$ cat src/rtl/calu_pkg.sv
`timescale 1ns / 1ps
// ----------------------------------------------------------------------------
// calu_pkg
// Shared operation codes, adjust constants and stage records for the ALU.
// ----------------------------------------------------------------------------
package calu_pkg;

  // operation codes
  typedef enum logic [4:0] {
    CMD_ADC = 5'd0,
    CMD_AND = 5'd1,
    CMD_ASL = 5'd2,
    CMD_BIT = 5'd3,
    CMD_CMP = 5'd4,
    CMD_CPX = 5'd5,
    CMD_CPY = 5'd6,
    CMD_DEC = 5'd7,
    CMD_EOR = 5'd8,
    CMD_INC = 5'd9,
    CMD_LD  = 5'd10,
    CMD_LSR = 5'd11,
    CMD_ORA = 5'd12,
    CMD_ROL = 5'd13,
    CMD_ROR = 5'd14,
    CMD_SBC = 5'd15,
    CMD_TRB = 5'd16,
    CMD_TSB = 5'd17
  } cmd_t;

  // bcd adjust constants
  localparam logic [4:0] LOW_LIMIT  = 5'h09;
  localparam logic [3:0] LOW_ADJ    = 4'h6;
  localparam logic [8:0] HIGH_LIMIT = 9'h09f;
  localparam logic [8:0] HIGH_ADJ   = 9'h060;

  // after stage one: low nibble done, non-arithmetic result done
  typedef struct packed {
    logic       valid;
    logic       arith;
    logic       sub;
    logic       dec;
    logic [7:0] a;
    logic [7:0] b;
    logic       c_in;
    logic       v_in;
    logic       lc;
    logic [3:0] low;
    logic [7:0] r;
    logic       c;
    logic       v;
    logic       z;
    logic       n;
  } calu_s1_t;

  // after stage two: high bcd sum and binary sum
  typedef struct packed {
    logic       valid;
    logic       arith;
    logic       sub;
    logic       dec;
    logic       v_in;
    logic [8:0] hsum;
    logic [8:0] bsum;
    logic       bin_v;
    logic [7:0] r;
    logic       c;
    logic       v;
    logic       z;
    logic       n;
  } calu_s2_t;

endpackage

$ cat src/rtl/cpu_alu_with_bcd_core.sv
`timescale 1ns / 1ps
// ----------------------------------------------------------------------------
// cpu_alu_with_bcd_core
// 8-bit processor ALU with binary and bcd add and subtract.
// ----------------------------------------------------------------------------
// One item enters per clock and busy stays low. Every item gives its result
// on the result ports for one cycle with done high; the receiver must take
// it then. The item passes through three register stages: low nibble add
// and adjust, high part sum, high part adjust and flags. Results hold
// between strobes. Flags an operation does not write pass through from the
// item.
module cpu_alu_with_bcd_core (
  input  logic       clk,
  input  logic       rst,
  input  logic       start,
  output logic       busy,
  input  logic [4:0] command,
  input  logic [7:0] operand,
  input  logic [7:0] accumulator,
  input  logic [7:0] index_x,
  input  logic [7:0] index_y,
  input  logic       carry_in,
  input  logic       overflow_in,
  input  logic       decimal_mode,
  output logic       done,
  output logic [7:0] result,
  output logic       carry_out,
  output logic       overflow_out,
  output logic       zero_out,
  output logic       negative_out,
  output logic       extra_cycle
);

  calu_pkg::calu_s1_t s1;
  calu_pkg::calu_s2_t s2;
  logic               accept;

  // pipeline never stalls
  assign busy   = 1'b0;
  assign accept = start & ~busy;

  calu_prep u_prep (
    .clk          (clk),
    .rst          (rst),
    .in_valid     (accept),
    .command      (command),
    .operand      (operand),
    .accumulator  (accumulator),
    .index_x      (index_x),
    .index_y      (index_y),
    .carry_in     (carry_in),
    .overflow_in  (overflow_in),
    .decimal_mode (decimal_mode),
    .s1           (s1)
  );

  calu_sum u_sum (
    .clk (clk),
    .rst (rst),
    .s1  (s1),
    .s2  (s2)
  );

  calu_finish u_finish (
    .clk          (clk),
    .rst          (rst),
    .s2           (s2),
    .done         (done),
    .result       (result),
    .carry_out    (carry_out),
    .overflow_out (overflow_out),
    .zero_out     (zero_out),
    .negative_out (negative_out),
    .extra_cycle  (extra_cycle)
  );

  // every accepted item reaches the output with done high
  a_item_out: assert property (@(posedge clk) disable iff (rst)
    accept |-> ##3 done)
    else $error("accepted item did not reach the output");

  // no result strobe without an accepted item
  a_no_ghost: assert property (@(posedge clk) disable iff (rst)
    done |-> $past(accept, 3))
    else $error("result strobe without an accepted item");

  // extra cycle only for items that came in decimal mode
  a_extra_dec: assert property (@(posedge clk) disable iff (rst)
    (done && extra_cycle) |-> $past(decimal_mode, 3))
    else $error("extra cycle mark on a binary item");

  // decimal arithmetic keeps the overflow flag
  a_dec_ovf: assert property (@(posedge clk) disable iff (rst)
    (done && extra_cycle) |-> (overflow_out == $past(overflow_in, 3)))
    else $error("decimal arithmetic changed overflow");

endmodule

$ cat src/rtl/calu_prep.sv
`timescale 1ns / 1ps
// ----------------------------------------------------------------------------
// calu_prep
// Stage one: decode, operand complement, low nibble add and bcd adjust, and
// the complete result of every non-arithmetic operation.
// ----------------------------------------------------------------------------
module calu_prep (
  input  logic                clk,
  input  logic                rst,
  input  logic                in_valid,
  input  logic [4:0]          command,
  input  logic [7:0]          operand,
  input  logic [7:0]          accumulator,
  input  logic [7:0]          index_x,
  input  logic [7:0]          index_y,
  input  logic                carry_in,
  input  logic                overflow_in,
  input  logic                decimal_mode,
  output calu_pkg::calu_s1_t  s1
);

  calu_pkg::calu_s1_t s1_next;
  logic [7:0] b;
  logic [4:0] t0;
  logic [7:0] cmp_reg;
  logic [8:0] diff;
  logic       zn;
  logic       is_adc;
  logic       is_sbc;

  // arithmetic decode and low nibble
  always_comb begin
    is_adc = (command == calu_pkg::CMD_ADC);
    is_sbc = (command == calu_pkg::CMD_SBC);
    b      = is_sbc ? ~operand : operand;
    t0     = {1'b0, accumulator[3:0]} + {1'b0, b[3:0]} + {4'b0, carry_in};
  end

  // compare register select and difference
  always_comb begin
    unique case (command)
      calu_pkg::CMD_CPX: cmp_reg = index_x;
      calu_pkg::CMD_CPY: cmp_reg = index_y;
      default:           cmp_reg = accumulator;
    endcase
    diff = {1'b0, cmp_reg} - {1'b0, operand};
  end

  // stage one record
  always_comb begin
    s1_next       = '0;
    s1_next.valid = in_valid;
    s1_next.arith = is_adc | is_sbc;
    s1_next.sub   = is_sbc;
    s1_next.dec   = decimal_mode;
    s1_next.a     = accumulator;
    s1_next.b     = b;
    s1_next.c_in  = carry_in;
    s1_next.v_in  = overflow_in;
    // low nibble bcd adjust
    if (is_sbc) begin
      s1_next.lc  = t0[4];
      s1_next.low = t0[4] ? t0[3:0] : t0[3:0] - calu_pkg::LOW_ADJ;
    end else begin
      s1_next.lc  = (t0 > calu_pkg::LOW_LIMIT);
      s1_next.low = (t0 > calu_pkg::LOW_LIMIT) ? t0[3:0] + calu_pkg::LOW_ADJ : t0[3:0];
    end
    // non-arithmetic operations
    s1_next.r = accumulator;
    s1_next.c = carry_in;
    s1_next.v = overflow_in;
    s1_next.z = 1'b0;
    s1_next.n = 1'b0;
    zn        = 1'b1;
    unique case (command)
      calu_pkg::CMD_AND: s1_next.r = accumulator & operand;
      calu_pkg::CMD_ASL: begin
        s1_next.c = operand[7];
        s1_next.r = {operand[6:0], 1'b0};
      end
      calu_pkg::CMD_BIT, calu_pkg::CMD_TRB, calu_pkg::CMD_TSB: begin
        s1_next.z = ((accumulator & operand) == 8'h00);
        s1_next.v = operand[6];
        s1_next.n = operand[7];
        zn        = 1'b0;
        if (command == calu_pkg::CMD_TRB) begin
          s1_next.r = ~accumulator & operand;
        end else if (command == calu_pkg::CMD_TSB) begin
          s1_next.r = accumulator | operand;
        end
      end
      calu_pkg::CMD_CMP, calu_pkg::CMD_CPX, calu_pkg::CMD_CPY: begin
        s1_next.c = ~diff[8];
        s1_next.z = (diff[7:0] == 8'h00);
        s1_next.n = diff[7];
        s1_next.r = cmp_reg;
        zn        = 1'b0;
      end
      calu_pkg::CMD_DEC: s1_next.r = operand - 8'd1;
      calu_pkg::CMD_EOR: s1_next.r = accumulator ^ operand;
      calu_pkg::CMD_INC: s1_next.r = operand + 8'd1;
      calu_pkg::CMD_LD:  s1_next.r = operand;
      calu_pkg::CMD_LSR: begin
        s1_next.c = operand[0];
        s1_next.r = {1'b0, operand[7:1]};
      end
      calu_pkg::CMD_ORA: s1_next.r = accumulator | operand;
      calu_pkg::CMD_ROL: begin
        s1_next.r = {operand[6:0], carry_in};
        s1_next.c = operand[7];
      end
      calu_pkg::CMD_ROR: begin
        s1_next.r = {carry_in, operand[7:1]};
        s1_next.c = operand[0];
      end
      calu_pkg::CMD_ADC, calu_pkg::CMD_SBC: zn = 1'b1;
      default: zn = 1'b0;
    endcase
    if (zn) begin
      s1_next.z = (s1_next.r == 8'h00);
      s1_next.n = s1_next.r[7];
    end
  end

  // stage register
  always_ff @(posedge clk) begin
    if (rst) begin
      s1.valid <= 1'b0;
    end else begin
      s1.valid <= s1_next.valid;
    end
    s1.arith <= s1_next.arith;
    s1.sub   <= s1_next.sub;
    s1.dec   <= s1_next.dec;
    s1.a     <= s1_next.a;
    s1.b     <= s1_next.b;
    s1.c_in  <= s1_next.c_in;
    s1.v_in  <= s1_next.v_in;
    s1.lc    <= s1_next.lc;
    s1.low   <= s1_next.low;
    s1.r     <= s1_next.r;
    s1.c     <= s1_next.c;
    s1.v     <= s1_next.v;
    s1.z     <= s1_next.z;
    s1.n     <= s1_next.n;
  end

endmodule

$ cat src/rtl/calu_sum.sv
`timescale 1ns / 1ps
// ----------------------------------------------------------------------------
// calu_sum
// Stage two: high part of the bcd sum and the full binary sum with overflow.
// ----------------------------------------------------------------------------
module calu_sum (
  input  logic                clk,
  input  logic                rst,
  input  calu_pkg::calu_s1_t  s1,
  output calu_pkg::calu_s2_t  s2
);

  logic [8:0] hsum;
  logic [8:0] bsum;
  logic       bin_v;

  // high bcd sum and binary sum
  always_comb begin
    hsum  = {1'b0, s1.a[7:4], 4'b0} + {1'b0, s1.b[7:4], 4'b0}
          + {4'b0, s1.lc, 4'b0} + {5'b0, s1.low};
    bsum  = {1'b0, s1.a} + {1'b0, s1.b} + {8'b0, s1.c_in};
    bin_v = ~(s1.a[7] ^ s1.b[7]) & (s1.a[7] ^ bsum[7]);
  end

  // stage register
  always_ff @(posedge clk) begin
    if (rst) begin
      s2.valid <= 1'b0;
    end else begin
      s2.valid <= s1.valid;
    end
    s2.arith <= s1.arith;
    s2.sub   <= s1.sub;
    s2.dec   <= s1.dec;
    s2.v_in  <= s1.v_in;
    s2.hsum  <= hsum;
    s2.bsum  <= bsum;
    s2.bin_v <= bin_v;
    s2.r     <= s1.r;
    s2.c     <= s1.c;
    s2.v     <= s1.v;
    s2.z     <= s1.z;
    s2.n     <= s1.n;
  end

endmodule

$ cat src/rtl/calu_finish.sv
`timescale 1ns / 1ps
// ----------------------------------------------------------------------------
// calu_finish
// Stage three: high bcd adjust, result select, zero and negative flags, and
// the output register.
// ----------------------------------------------------------------------------
module calu_finish (
  input  logic                clk,
  input  logic                rst,
  input  calu_pkg::calu_s2_t  s2,
  output logic                done,
  output logic [7:0]          result,
  output logic                carry_out,
  output logic                overflow_out,
  output logic                zero_out,
  output logic                negative_out,
  output logic                extra_cycle
);

  logic [8:0] dsum;
  logic [8:0] o;
  logic [7:0] result_next;
  logic       carry_next;
  logic       overflow_next;
  logic       zero_next;
  logic       negative_next;
  logic       extra_next;

  // high part bcd adjust, carry is bit 8 of the adjusted value
  always_comb begin
    if (s2.sub) begin
      dsum = s2.hsum[8] ? s2.hsum : s2.hsum - calu_pkg::HIGH_ADJ;
    end else begin
      dsum = (s2.hsum > calu_pkg::HIGH_LIMIT) ? s2.hsum + calu_pkg::HIGH_ADJ : s2.hsum;
    end
    o = s2.dec ? dsum : s2.bsum;
  end

  // result select and flags
  always_comb begin
    if (s2.arith) begin
      result_next   = o[7:0];
      carry_next    = o[8];
      overflow_next = s2.dec ? s2.v_in : s2.bin_v;
      zero_next     = (o[7:0] == 8'h00);
      negative_next = o[7];
      extra_next    = s2.dec;
    end else begin
      result_next   = s2.r;
      carry_next    = s2.c;
      overflow_next = s2.v;
      zero_next     = s2.z;
      negative_next = s2.n;
      extra_next    = 1'b0;
    end
  end

  // output strobe
  always_ff @(posedge clk) begin
    if (rst) begin
      done <= 1'b0;
    end else begin
      done <= s2.valid;
    end
  end

  // output payload, held between items
  always_ff @(posedge clk) begin
    if (s2.valid) begin
      result       <= result_next;
      carry_out    <= carry_next;
      overflow_out <= overflow_next;
      zero_out     <= zero_next;
      negative_out <= negative_next;
      extra_cycle  <= extra_next;
    end
  end

endmodule
$ cat config.mk
export PLATFORM = sky130hd
export DESIGN_NAME = cpu_alu_with_bcd_core
export DESIGN_NICKNAME = d
export VERILOG_FILES = /design/src/rtl/calu_pkg.sv /design/src/rtl/cpu_alu_with_bcd_core.sv /design/src/rtl/calu_prep.sv /design/src/rtl/calu_sum.sv /design/src/rtl/calu_finish.sv
export SDC_FILE = /design/constraint.sdc
export NUM_CORES = 1
export LEC_CHECK = 0
export ABC_CLOCK_PERIOD_IN_PS = 5050
export BUFFER_PORTS_ARGS = -buffer_cell sky130_fd_sc_hd__buf_2
export CORE_MARGIN = 10
export CORE_UTILIZATION = 35
export DETAILED_ROUTE_END_ITERATION = 10
export GPL_TIMING_DRIVEN = 0
export PLACE_DENSITY = 0.57
export SLEW_MARGIN = 20
export SYNTH_ARGS = -nofsm -noshare
export SYNTH_HDL_FRONTEND = slang
export SYNTH_HIERARCHICAL = 1
export SYNTH_SLANG_ARGS = --single-unit
$ cat constraint.sdc
create_clock -name clk -period 5.05 [get_ports clk]
set_input_delay 1.01 -clock clk [delete_from_list [all_inputs] [get_ports clk]]
set_output_delay 1.01 -clock clk [all_outputs]
set_load 0.05 [all_outputs]
==> results.py, run 1 <==
metrics = {
    "hold_path": {
        "hp-class": "flip-flop to flip-flop",
    },
    "clocking": {
        "clock_path_buffers": 2,
        "cts_post_setup_buffers_inserted": 0,
        "ctsHoldBuffers": 0,
        "clk_pin_slew_ps": 60,
        "clock_latency_ps": 330,
        "cts_tree": "yes",
        "htreeDepth": 3,
        "cts_buffers": 9,
        "post_cts_resized": 0,
        "clockRootBuffer": "clkbuf_16",
        "clock_sinks": 89,
    },
    "routing": {
        "drc": 0,
        "drt_iter0_drc": 368,
        "wl_um": 18520,
        "vias": 5213,
        "wire_per_inst_um": 19.53,
        "ant_nets": 0,
        "viasPerCell": 5.499,
        "firstDrtPassIters": 5,
    },
    "sta": {
        "slew_headroom_pct": 36.97,
        "tightestPinTransition_ps": 943.5,
        "fin_crit_sh_pct": 93.57,
        "setup-tns-final_ps": 0,
        "timing.fmax_ghz": 0.2116,
        "hold_slack_ps": 326.7,
        "period_needed_ps": 4725,
        "setup_viol": 0,
        "final_hold_viol_count": 0,
        "clock_skew_ps": 4.693,
        "maxSlewViolCount": 0,
        "rsz0062_at_grt": "no",
    },
    "critical_path": {
        "cp.arrival_ps": 4990,
        "critPathLaunchType": "primary input",
        "worstPathMaxFanout": 10,
        "max_stage_delay_ps": 410,
        "r2r_end": "u_finish/zero_out$_DFFE_PP_",
        "cp_common_cell": "buf_6",
        "r2r-start": "u_sum/s2[27]$_DFF_P_",
        "path_cells": "buf_2 -> buf_6 -> buf_6 -> buf_6 -> clkbuf_1 -> clkbuf_1 -> o21ai_0 -> o221ai_1 -> ha_1 -> inv_1 -> fa_1 -> a21o_1 -> a21oi_1 -> o21bai_1 -> a211o_1 -> a221oi_1 -> a31oi_1 -> o21ai_1",
        "crit_slowest_cell": "clkbuf_1",
        "reg2reg_depth": 7,
        "cp-endpoint": "u_prep/s1[1]$_DFF_P_",
        "endpoint_kind": "flip-flop",
        "reg2reg_slack_ps": 2820,
        "critical_path.startpoint": "command[0]",
        "required_ps": 5320,
        "critPathKind": "primary input to flip-flop",
    },
    "status": {
        "outcome": "complete, no violations",
    },
    "synthesis": {
        "synth_edf_count": 13,
        "syn_area_per_cell_sq_um": 9.107,
        "ys_async_sr_fraction_pct": 0,
        "synthesis.nets": 767,
        "syn_inst": 657,
        "ys_ff_latch": 89,
        "ys_seq_area_share_pct": 31.95,
        "ys.flop_type": "dfxtp_1",
        "ys.warnings.count": 6,
        "synth_cell_types": 82,
        "netlist_area_sq_mm": 0.005983,
    },
    "grt": {
        "antenna_found_initial": 0,
        "grt_pass1_wl_um": 28750,
        "grt-ovfl-total": 0,
        "grt_pass1_vias": 5257,
        "grt_max_degree": 16,
        "grt_usage_pct": 16.18,
    },
    "floorplanning": {
        "start_util_pct": 35.95,
        "die_x_um": 150.7,
        "dieArea_sq_mm": 0.02272,
        "fp.coreArea_sq_mm": 0.01664,
        "rows": 47,
        "ios": 58,
        "dieHeight_um": 150.7,
    },
    "power": {
        "p_total_mw": 2.144,
        "power_density_mw_per_mm2": 312.2,
        "p_leak_nw": 2.900,
        "peakVddDrop_v": 0.0001916,
    },
    "layout": {
        "layout_common_cells": "76 x dfxtp_1, 66 x buf_2, 57 x ha_1",
        "final_core_util_pct": 41.27,
        "layout.nets": 833,
        "area_growth_syn_to_layout_pct": 14.78,
        "layout-drive-gt1-share_pct": 17.45,
        "diodes": 0,
        "finish.instance_area_sq_mm": 0.006868,
        "final_common_cell": "dfxtp_1",
    },
    "placement": {
        "port_buffers": 55,
        "globalplace.congestion": 0.9411,
        "hpwl_um": 14920,
        "dpl-instance-area_sq_mm": 0.006539,
    },
    "flow_run": {
        "max-cap-violations": 0,
    },
}
[worst max-delay path: cells and delay by family]
| family | cells | cell delay [ps] |
|---|---|---|
| AOI/OAI and AO/OA | 9 | 1940 |
| buffers and inverters | 7 | 1430 |
| adders and majority gates | 2 | 610 |
[layout make-up]
| type | instances | area (sq um) |
|---|---|---|
| Sequential cell | 89 | 1912 |
| Inverter | 50 | 187.7 |
| Multi-Input combinational cell | 487 | 3690 |
| Clock buffer | 11 | 264.0 |
| Clock inverter | 5 | 58.81 |
| Tap cell | 220 | 275.3 |
| Buffer | 31 | 205.2 |
| Fill cell | 1719 | 9774 |
| Timing Repair Buffer | 55 | 275.3 |
[stage by stage]
stage               std cells  setup WS [ps]
floorplan                 657          964.7
global placement          932          109.0
detailed placement        932          9.729
CTS                       948          373.4
global route              948          57.60
finish                    948          325.0
[state kept, by name, indices dropped and copies added (netlist names)]
name / count
u_prep/s1: 39
u_sum/s2: 36
u_finish/result: 8
u_finish/carry_out: 1
u_finish/done: 1
u_finish/extra_cycle: 1
u_finish/negative_out: 1
u_finish/overflow_out: 1
u_finish/zero_out: 1
[routing by layer]
layer,global-route usage (%),wire (um),vias to the layer above
li1,-,-,2505
met1,20.31,8200,2464
met2,26.58,8488,201
met3,3.331,1210,43
met4,6.304,620,0
met5,0,0,-
[report_power, final]
| group | switching (mW) | internal, mW | total (mW) |
|---|---|---|---|
| Clock | 0.257 | 0.428 | 0.685 |
| Sequential | 0.0593 | 0.820 | 0.880 |
| Combinational | 0.343 | 0.236 | 0.579 |
[Yosys cell counts (8+ instances only)]
cell / number / area share, %
nor2b_1: 12 / 1.3
mux2i_1: 14 / 2.3
ha_1: 57 / 12
buf_2: 11 / 0.92
buf_6: 8 / 1.5
edfxtp_1: 13 / 6.5
a21oi_1: 38 / 3.2
nand3_1: 8 / 0.67
xnor2_1: 23 / 3.4
nand2_1: 28 / 1.8
a211oi_1: 11 / 1.4
inv_1: 47 / 2.9
fa_1: 10 / 3.3
nand2b_1: 20 / 2.1
clkbuf_1: 8 / 0.50
dfxtp_1: 76 / 25
nor3_1: 26 / 2.2
nor2_1: 46 / 2.9
o21ai_0: 37 / 3.1
[cell families (layout without fill, tap and decap cells)]
kind of cell,count (synthesis),count (layout),share of synthesized area (%)
and+or+nand+nor,193,193,17.73
AOI/OAI and AO/OA,178,178,20.68
DFF,89,89,31.95
buffers and inverters,81,152,6.566
adders and majority gates,67,67,15.27
xor gates and xnor gates,27,27,3.952
muxes,21,21,3.785
other,1,1,0.06268
[worst min path at each step]
| stage | start | endpoint | slack, ps | depth (start not counted) |
|---|---|---|---|---|
| 3_5_place_dp | u_prep/s1[36]$_DFF_P_ | u_sum/s2[33]$_DFF_P_ | 310 | 0 |
| 5_1_grt | u_prep/s1[37]$_DFF_P_ | u_sum/s2[34]$_DFF_P_ | 330 | 0 |
| 2_1_floorplan | u_prep/s1[0]$_DFF_P_ | u_sum/s2[0]$_DFF_P_ | 310 | 0 |
| 6_report | u_prep/s1[36]$_DFF_P_ | u_sum/s2[33]$_DFF_P_ | 330 | 0 |
| 3_3_place_gp | u_prep/s1[17]$_DFF_P_ | u_sum/s2[31]$_DFF_P_ | 310 | 0 |
| 4_1_cts | u_prep/s1[4]$_DFF_P_ | u_sum/s2[4]$_DFF_P_ | 330 | 0 |
(Power assumes the default switching activity.)
==> inputs of run 2 (changes only) <==
--- a/config.mk
+++ b/config.mk
@@ -5,6 +5,7 @@
 export SDC_FILE = /design/constraint.sdc
 export NUM_CORES = 1
 export LEC_CHECK = 0
+export ABC_AREA = 1
 export ABC_CLOCK_PERIOD_IN_PS = 5050
 export BUFFER_PORTS_ARGS = -buffer_cell sky130_fd_sc_hd__buf_2
 export CORE_MARGIN = 10
==> run 2 against run 1 <==
Against the previous run:
- final area fell by 1.4%
- synthesized cell count grew 25%
- sequential share of layout area is 0.41 points higher
- die area fell by 0.29%
- cell count rose by 17%
- largest cell class unchanged
==> results.py, run 2 <==
metrics = {
    "status": {
        "outcome": "complete, no violations",
    },
    "layout": {
        "seq_area_sq_mm": 0.001912,
        "reg_top3": "u_prep/s1 (39), u_sum/s2 (36), u_finish/result (8)",
        "fill_cells": 1742,
        "layout_common_cells": "226 x nand2_1, 99 x inv_1, 89 x nor2_1",
        "stdcell_count": 1111,
        "area_growth_syn_to_layout_pct": 13.51,
        "final_common_cell": "nand2_1",
        "layout.nets": 996,
        "diodes": 0,
        "final_core_util_pct": 40.67,
        "layout-drive-gt1-share_pct": 13.92,
        "regMostFlops": "u_prep/s1",
        "largest_reg_flops": 39,
        "multi_input_area_sq_mm": 0.003536,
    },
    "floorplanning": {
        "die_x_um": 150.5,
        "start_util_pct": 35.83,
        "ios": 58,
        "dieArea_sq_mm": 0.02266,
        "rows": 47,
        "fp.coreArea_sq_mm": 0.01664,
        "dieHeight_um": 150.5,
    },
    "critical_path": {
        "required_ps": 5260,
        "worstPathMaxFanout": 10,
        "crit_slowest_cell": "fa_1",
        "critPathLaunchType": "primary input",
        "max_stage_delay_ps": 460,
        "endpoint_kind": "flip-flop",
        "cp.arrival_ps": 4170,
        "path_cells": "buf_4 -> inv_2 -> buf_4 -> nand3_1 -> nor2_1 -> buf_2 -> xor2_1 -> fa_1 -> xor2_1 -> inv_1 -> ha_1 -> nand2_1 -> nand3_1 -> nand2_1 -> nand2_1 -> o21ai_0 -> nand2_1 -> xnor2_1",
        "critPathKind": "primary input to flip-flop",
        "cp_common_cell": "nand2_1",
    },
    "sta": {
        "clock_skew_ps": 6.700,
        "final_hold_viol_count": 0,
        "slew_headroom_pct": 54.02,
        "worst_slack_ps": 1090,
        "maxSlewViolCount": 0,
        "period_needed_ps": 3960,
        "tightestPinTransition_ps": 687.2,
        "setup_viol": 0,
        "rsz0062_at_grt": "no",
        "fin_crit_sh_pct": 78.42,
        "timing.fmax_ghz": 0.2525,
        "setup-tns-final_ps": 0,
    },
    "grt": {
        "antenna_found_initial": 0,
        "grt-ovfl-total": 0,
        "grt_util_met1_pct": 18.83,
        "grtUsageMet2_pct": 22.91,
        "grt_pass1_wl_um": 26140,
        "use_met3_pct": 2.881,
        "grt_pass1_vias": 5032,
        "grt_usage_pct": 14.54,
        "busiest_layer": "met2",
        "grt_max_degree": 15,
    },
    "synthesis": {
        "ys_top_cells_by_count": "226 x nand2_1, 99 x inv_1, 89 x nor2_1",
        "synth_cell_types": 42,
        "synth_edf_count": 13,
        "ys_async_sr_fraction_pct": 0,
        "ys.flop_type": "dfxtp_1",
        "netlist.area_leader.share_pct": 25.51,
        "yosys.area.top_type": "dfxtp_1",
        "syn_area_per_cell_sq_um": 7.255,
        "ys_ff_latch": 89,
        "netlist_area_sq_mm": 0.005963,
        "synth.top_cells.by_area": "dfxtp_1 26%, nand2_1 14%, ha_1 12%, edfxtp_1 6.5%, inv_1 6.2%",
        "syn_inst": 822,
        "synthesis.nets": 932,
        "yosys.cell_count.top_type": "nand2_1",
        "ys.warnings.count": 6,
        "ys_seq_area_share_pct": 32.06,
    },
    "placement": {
        "post-place-cells": 1095,
        "globalplace.congestion": 0.9581,
        "post-place-ws_ps": 754.2,
        "hpwl_um": 13230,
        "port_buffers": 53,
    },
    "clocking": {
        "clock_latency_ps": 330,
        "post_cts_resized": 0,
        "clockRootBuffer": "clkbuf_16",
        "cts_tree": "yes",
        "clk_pin_slew_ps": 60,
        "clock_path_buffers": 2,
        "htreeDepth": 3,
        "cts_post_setup_buffers_inserted": 0,
        "clock_sinks": 89,
        "ctsHoldBuffers": 0,
        "cts_buffers": 9,
    },
    "routing": {
        "drt_iter0_drc": 377,
        "drc": 0,
        "wl_um": 16390,
        "vias": 5321,
        "ant_nets": 0,
        "wire_per_inst_um": 14.75,
        "viasPerCell": 4.789,
        "firstDrtPassIters": 5,
    },
    "flow_run": {
        "max-cap-violations": 0,
    },
    "power": {
        "peakVddDrop_v": 0.0001943,
        "power_density_mw_per_mm2": 297.6,
        "p_leak_nw": 3.514,
        "p_total_mw": 2.014,
    },
    "hold_path": {
        "hp-class": "flip-flop to flip-flop",
    },
}
run 2: cell types whose count changed after synthesis, sizes merged, moves of 18 or more:
cell and delta:
inv +57, nand2 +206, nand2b -20, nand3 +65, nand4 +18, nor2 +49, nor3 -27
run 2: critical path, delay by kind of cell:
kind	cells	cell delay, ps
AOI/OAI and AO/OA	1	150
xor gates and xnor gates	3	520
and+or+nand+nor	7	930
adders and majority gates	2	690
buffers and inverters	5	880
run 2: power breakdown:
| group | switching [mW] | internal [mW] | leakage [nW] |
|---|---|---|---|
| clock | 0.254 | 0.334 | 0.123 |
| sequential | 0.0516 | 0.829 | 0.759 |
| combinational | 0.348 | 0.197 | 2.63 |
| total | 0.654 | 1.36 | 3.51 |
run 2: area by class of cell:
| class | count | area share (%) |
|---|---|---|
| inverter | 108 | 5.989 |
| clock inverter | 4 | 0.4251 |
| clock buffer | 12 | 3.494 |
| timing repair buffer | 53 | 3.919 |
| buffer | 18 | 1.627 |
| tap | 220 | 4.067 |
| multi-input combinational | 607 | 52.24 |
| sequential | 89 | 28.24 |
run 2: path summary, 6_finish.rpt:
path	start	slack (ps)	endpoint	cells after the start
setup / recovery	command[4]	1090	u_prep/s1[15]$_DFF_P_	18
hold / removal	u_prep/s1[15]$_DFF_P_	320	u_sum/s2[25]$_DFF_P_	0
setup reg to reg	u_sum/s2[27]$_DFF_P_	3230	u_finish/zero_out$_DFFE_PP_	12
hold reg to reg	u_prep/s1[15]$_DFF_P_	320	u_sum/s2[25]$_DFF_P_	0
run 2: logic make-up (layout without fill, tap and decap cells):
family / after synthesis / count (layout) / share of synthesized area [%]
fa+ha+maj: 67 / 67 / 15.32
xor+xnor: 27 / 27 / 4.092
flops: 89 / 89 / 32.06
compound gates: 70 / 70 / 6.861
buf+inv: 126 / 195 / 8.644
mux: 2 / 2 / 0.3357
simple gates: 440 / 440 / 32.63
other cells: 1 / 1 / 0.06289
run 2: routing by layer:
metal | wire [um] | vias up
met5 | 0 | -
met4 | 601 | 0
met3 | 1062 | 35
met2 | 7276 | 169
met1 | 7451 | 2360
li1 | - | 2757
run 2: metrics by stage:
step | instance area [sq um] | hold slack [ps]
floorplan | 5963 | 309.6
global placement | 6504 | 311.3
detailed placement | 6504 | 312.1
CTS | 6769 | 324.4
global route | 6769 | 327.0
finish | 6769 | 324.3
==> inputs of run 3 (changes only) <==
--- a/config.mk
+++ b/config.mk
@@ -6,7 +6,7 @@
 export NUM_CORES = 1
 export LEC_CHECK = 0
 export ABC_AREA = 1
-export ABC_CLOCK_PERIOD_IN_PS = 5050
+export ABC_CLOCK_PERIOD_IN_PS = 3700
 export BUFFER_PORTS_ARGS = -buffer_cell sky130_fd_sc_hd__buf_2
 export CORE_MARGIN = 10
 export CORE_UTILIZATION = 35
==> constraint.sdc (replaced) <==
create_clock -name clk -period 3.7 [get_ports clk]
set_input_delay 0.74 -clock clk [delete_from_list [all_inputs] [get_ports clk]]
set_output_delay 0.74 -clock clk [all_outputs]
set_load 0.05 [all_outputs]
==> run 3 against run 2 <==
Against the previous run:
- cell count is 0.18% higher
- die area stayed put
- sequential share of layout area is 0.16 points lower
- clock skew hardly changed
- via count is 0.39% lower
- clock-buffer cell count stayed put
- final area is 0.55% higher
- power is 37% higher
- combinational power is 37% higher
- critical path type unchanged
- critical endpoint unchanged
==> results.py, run 3 (synthesized netlist as in run 2, its figures left out) <==
metrics = {
    "layout": {
        "layout.nets": 998,
        "final_core_util_pct": 40.90,
        "layout_common_cells": "226 x nand2_1, 99 x inv_1, 88 x nor2_1",
        "stdcell_count": 1113,
        "finish.instance_area_sq_mm": 0.006807,
        "diodes": 0,
        "area_growth_syn_to_layout_pct": 14.14,
        "final_common_cell": "nand2_1",
        "regMostFlops": "u_prep/s1",
        "largest_reg_flops": 39,
        "reg_top3": "u_prep/s1 (39), u_sum/s2 (36), u_finish/result (8)",
        "layout-drive-gt1-share_pct": 14.45,
    },
    "placement": {
        "dpl-instance-area_sq_mm": 0.006504,
        "port_buffers": 53,
        "post-place-ws_ps": -325.8,
        "hpwl_um": 13230,
        "post-place-cells": 1095,
        "globalplace.congestion": 0.9581,
    },
    "clocking": {
        "clock_latency_ps": 330,
        "clock_sinks": 89,
        "clockRootBuffer": "clkbuf_16",
        "cts_buffers": 9,
        "ctsHoldBuffers": 0,
        "htreeDepth": 3,
        "clk_pin_slew_ps": 60,
        "clock_path_buffers": 2,
        "cts_tree": "yes",
    },
    "routing": {
        "drt_iter0_drc": 419,
        "viasPerCell": 4.762,
        "met3_length_um": 1046,
        "wire_per_inst_um": 14.83,
        "drc": 0,
        "ant_nets": 0,
        "drt-met1-wl_um": 7545,
        "wl_met2_um": 7386,
        "firstDrtPassIters": 5,
        "wl_um": 16510,
        "top_layer_used": "met4",
        "vias": 5300,
    },
    "sta": {
        "worst_slack_ps": 241.1,
        "tightestPinTransition_ps": 678.1,
        "slew_headroom_pct": 54.63,
        "rsz0062_at_grt": "no",
        "timing.fmax_ghz": 0.2891,
        "setup_viol": 0,
        "fin_crit_sh_pct": 93.48,
        "maxSlewViolCount": 0,
        "period_needed_ps": 3459,
        "final_hold_viol_count": 0,
        "clock_skew_ps": 6.536,
    },
    "floorplanning": {
        "dieHeight_um": 150.5,
        "rows": 47,
        "dieArea_sq_mm": 0.02266,
        "die_x_um": 150.5,
        "fp.coreArea_sq_mm": 0.01664,
        "ios": 58,
        "start_util_pct": 35.83,
    },
    "power": {
        "p_int_mw": 1.859,
        "power_frac_comb_pct": 27.2,
        "p_sw_share_pct": 32.48,
        "p_leak_nw": 3.526,
        "clkPwrFrac_pct": 29.1,
        "netSwitchingPower_uw": 893.9,
        "pwr-share-seq_pct": 43.7,
        "power_density_mw_per_mm2": 404.4,
        "peakVddDrop_v": 0.0002652,
    },
    "grt": {
        "grt_pass1_vias": 5032,
        "grt_pass1_wl_um": 26140,
        "grt_usage_pct": 14.54,
        "grt-ovfl-total": 0,
        "grt_max_degree": 15,
        "antenna_found_initial": 0,
    },
    "status": {
        "outcome": "complete, no violations",
    },
    "critical_path": {
        "critical_path.startpoint": "command[4]",
        "critPathLaunchType": "primary input",
        "endpoint_kind": "flip-flop",
        "cp.arrival_ps": 3670,
        "critPathKind": "primary input to flip-flop",
        "worstPathMaxFanout": 10,
        "r2r-start": "u_sum/s2[27]$_DFF_P_",
        "required_ps": 3910,
        "reg2reg_slack_ps": 1890,
        "reg2reg_depth": 12,
        "r2r_end": "u_finish/zero_out$_DFFE_PP_",
    },
    "flow_run": {
        "max-cap-violations": 0,
    },
    "hold_path": {
        "worstHoldStart": "u_prep/s1[15]$_DFF_P_",
        "hp-class": "flip-flop to flip-flop",
        "holdPathStages": 0,
        "worstHoldEndpoint": "u_sum/s2[25]$_DFF_P_",
    },
}
[run 3: cell types whose count changed in the layout (fill, tap and decap cells not counted), sizes merged]
cell / previous run / this run
buf: 67 / 68
clkbuf: 16 / 17
[run 3: worst max-delay path, stage by stage]
cell	delay [ps]
buf_4	160
inv_2	70
buf_4	180
nand3_2	150
nor2_4	210
xor2_1	200
inv_1	70
fa_1	360
inv_1	90
fa_1	250
xor2_2	170
inv_1	110
ha_1	220
nand2_1	70
nand3_1	80
nand2_1	80
nand2_1	80
o21ai_0	150
nand2_1	80
xnor2_1	130
[run 3: through the flow]
| stage | hold WS (ps) | TNS, ps | power (mW) |
|---|---|---|---|
| 2_1_floorplan | 309.6 | 0 | 1.750 |
| 3_3_place_gp | 311.3 | -703.3 | 1.959 |
| 3_5_place_dp | 312.1 | -671.3 | 1.964 |
| 4_1_cts | 324.4 | 0 | 2.771 |
| 5_1_grt | 327.0 | 0 | 2.946 |
| 6_report | 324.3 | 0 | 2.753 |
[run 3: per-layer routing]
metal	up-vias	track usage, %
met5	-	0
met4	0	6.463
met3	29	2.881
met2	166	22.91
met1	2346	18.83
li1	2759	-
[run 3: timing repair]
item / CTS / global route
setup endpoints to repair: 0 / 3
setup buffers: 0 / 2
resized for setup: 0 / 5
endpoints found under the hold margin: 0 / 0
[run 3: worst max path at each step]
stage                                  to  slack (ps)  cells after the start
floorplan           u_prep/s1[15]$_DFF_P_         170                     20
global placement    u_prep/s1[15]$_DFF_P_        -340                     18
detailed placement  u_prep/s1[15]$_DFF_P_        -330                     18
CTS                 u_prep/s1[15]$_DFF_P_          20                     18
global route        u_prep/s1[15]$_DFF_P_          20                     20
finish              u_prep/s1[15]$_DFF_P_         240                     20
[run 3: layout make-up]
type / count / area, sq um
well taps: 220 / 275.3
plain buffers: 18 / 112.6
clock inverters: 4 / 28.78
multi-input cells: 607 / 3556
repair buffers: 55 / 280.3
clock buffers: 12 / 236.5
inverters: 108 / 405.4
flip-flops and latches: 89 / 1912
fillers: 1737 / 9836
[run 3: power by group through the flow]
| stage | Combinational [mW] | Sequential (mW) | Clock, mW |
|---|---|---|---|
| final | 0.749 | 1.20 | 0.802 |
| after global routing | 0.858 | 1.22 | 0.868 |
| after CTS | 0.742 | 1.20 | 0.824 |
| after detailed placement | 0.738 | 1.23 | 0 |
| after global placement | 0.736 | 1.22 | 0 |
| after floorplan | 0.529 | 1.22 | 0 |
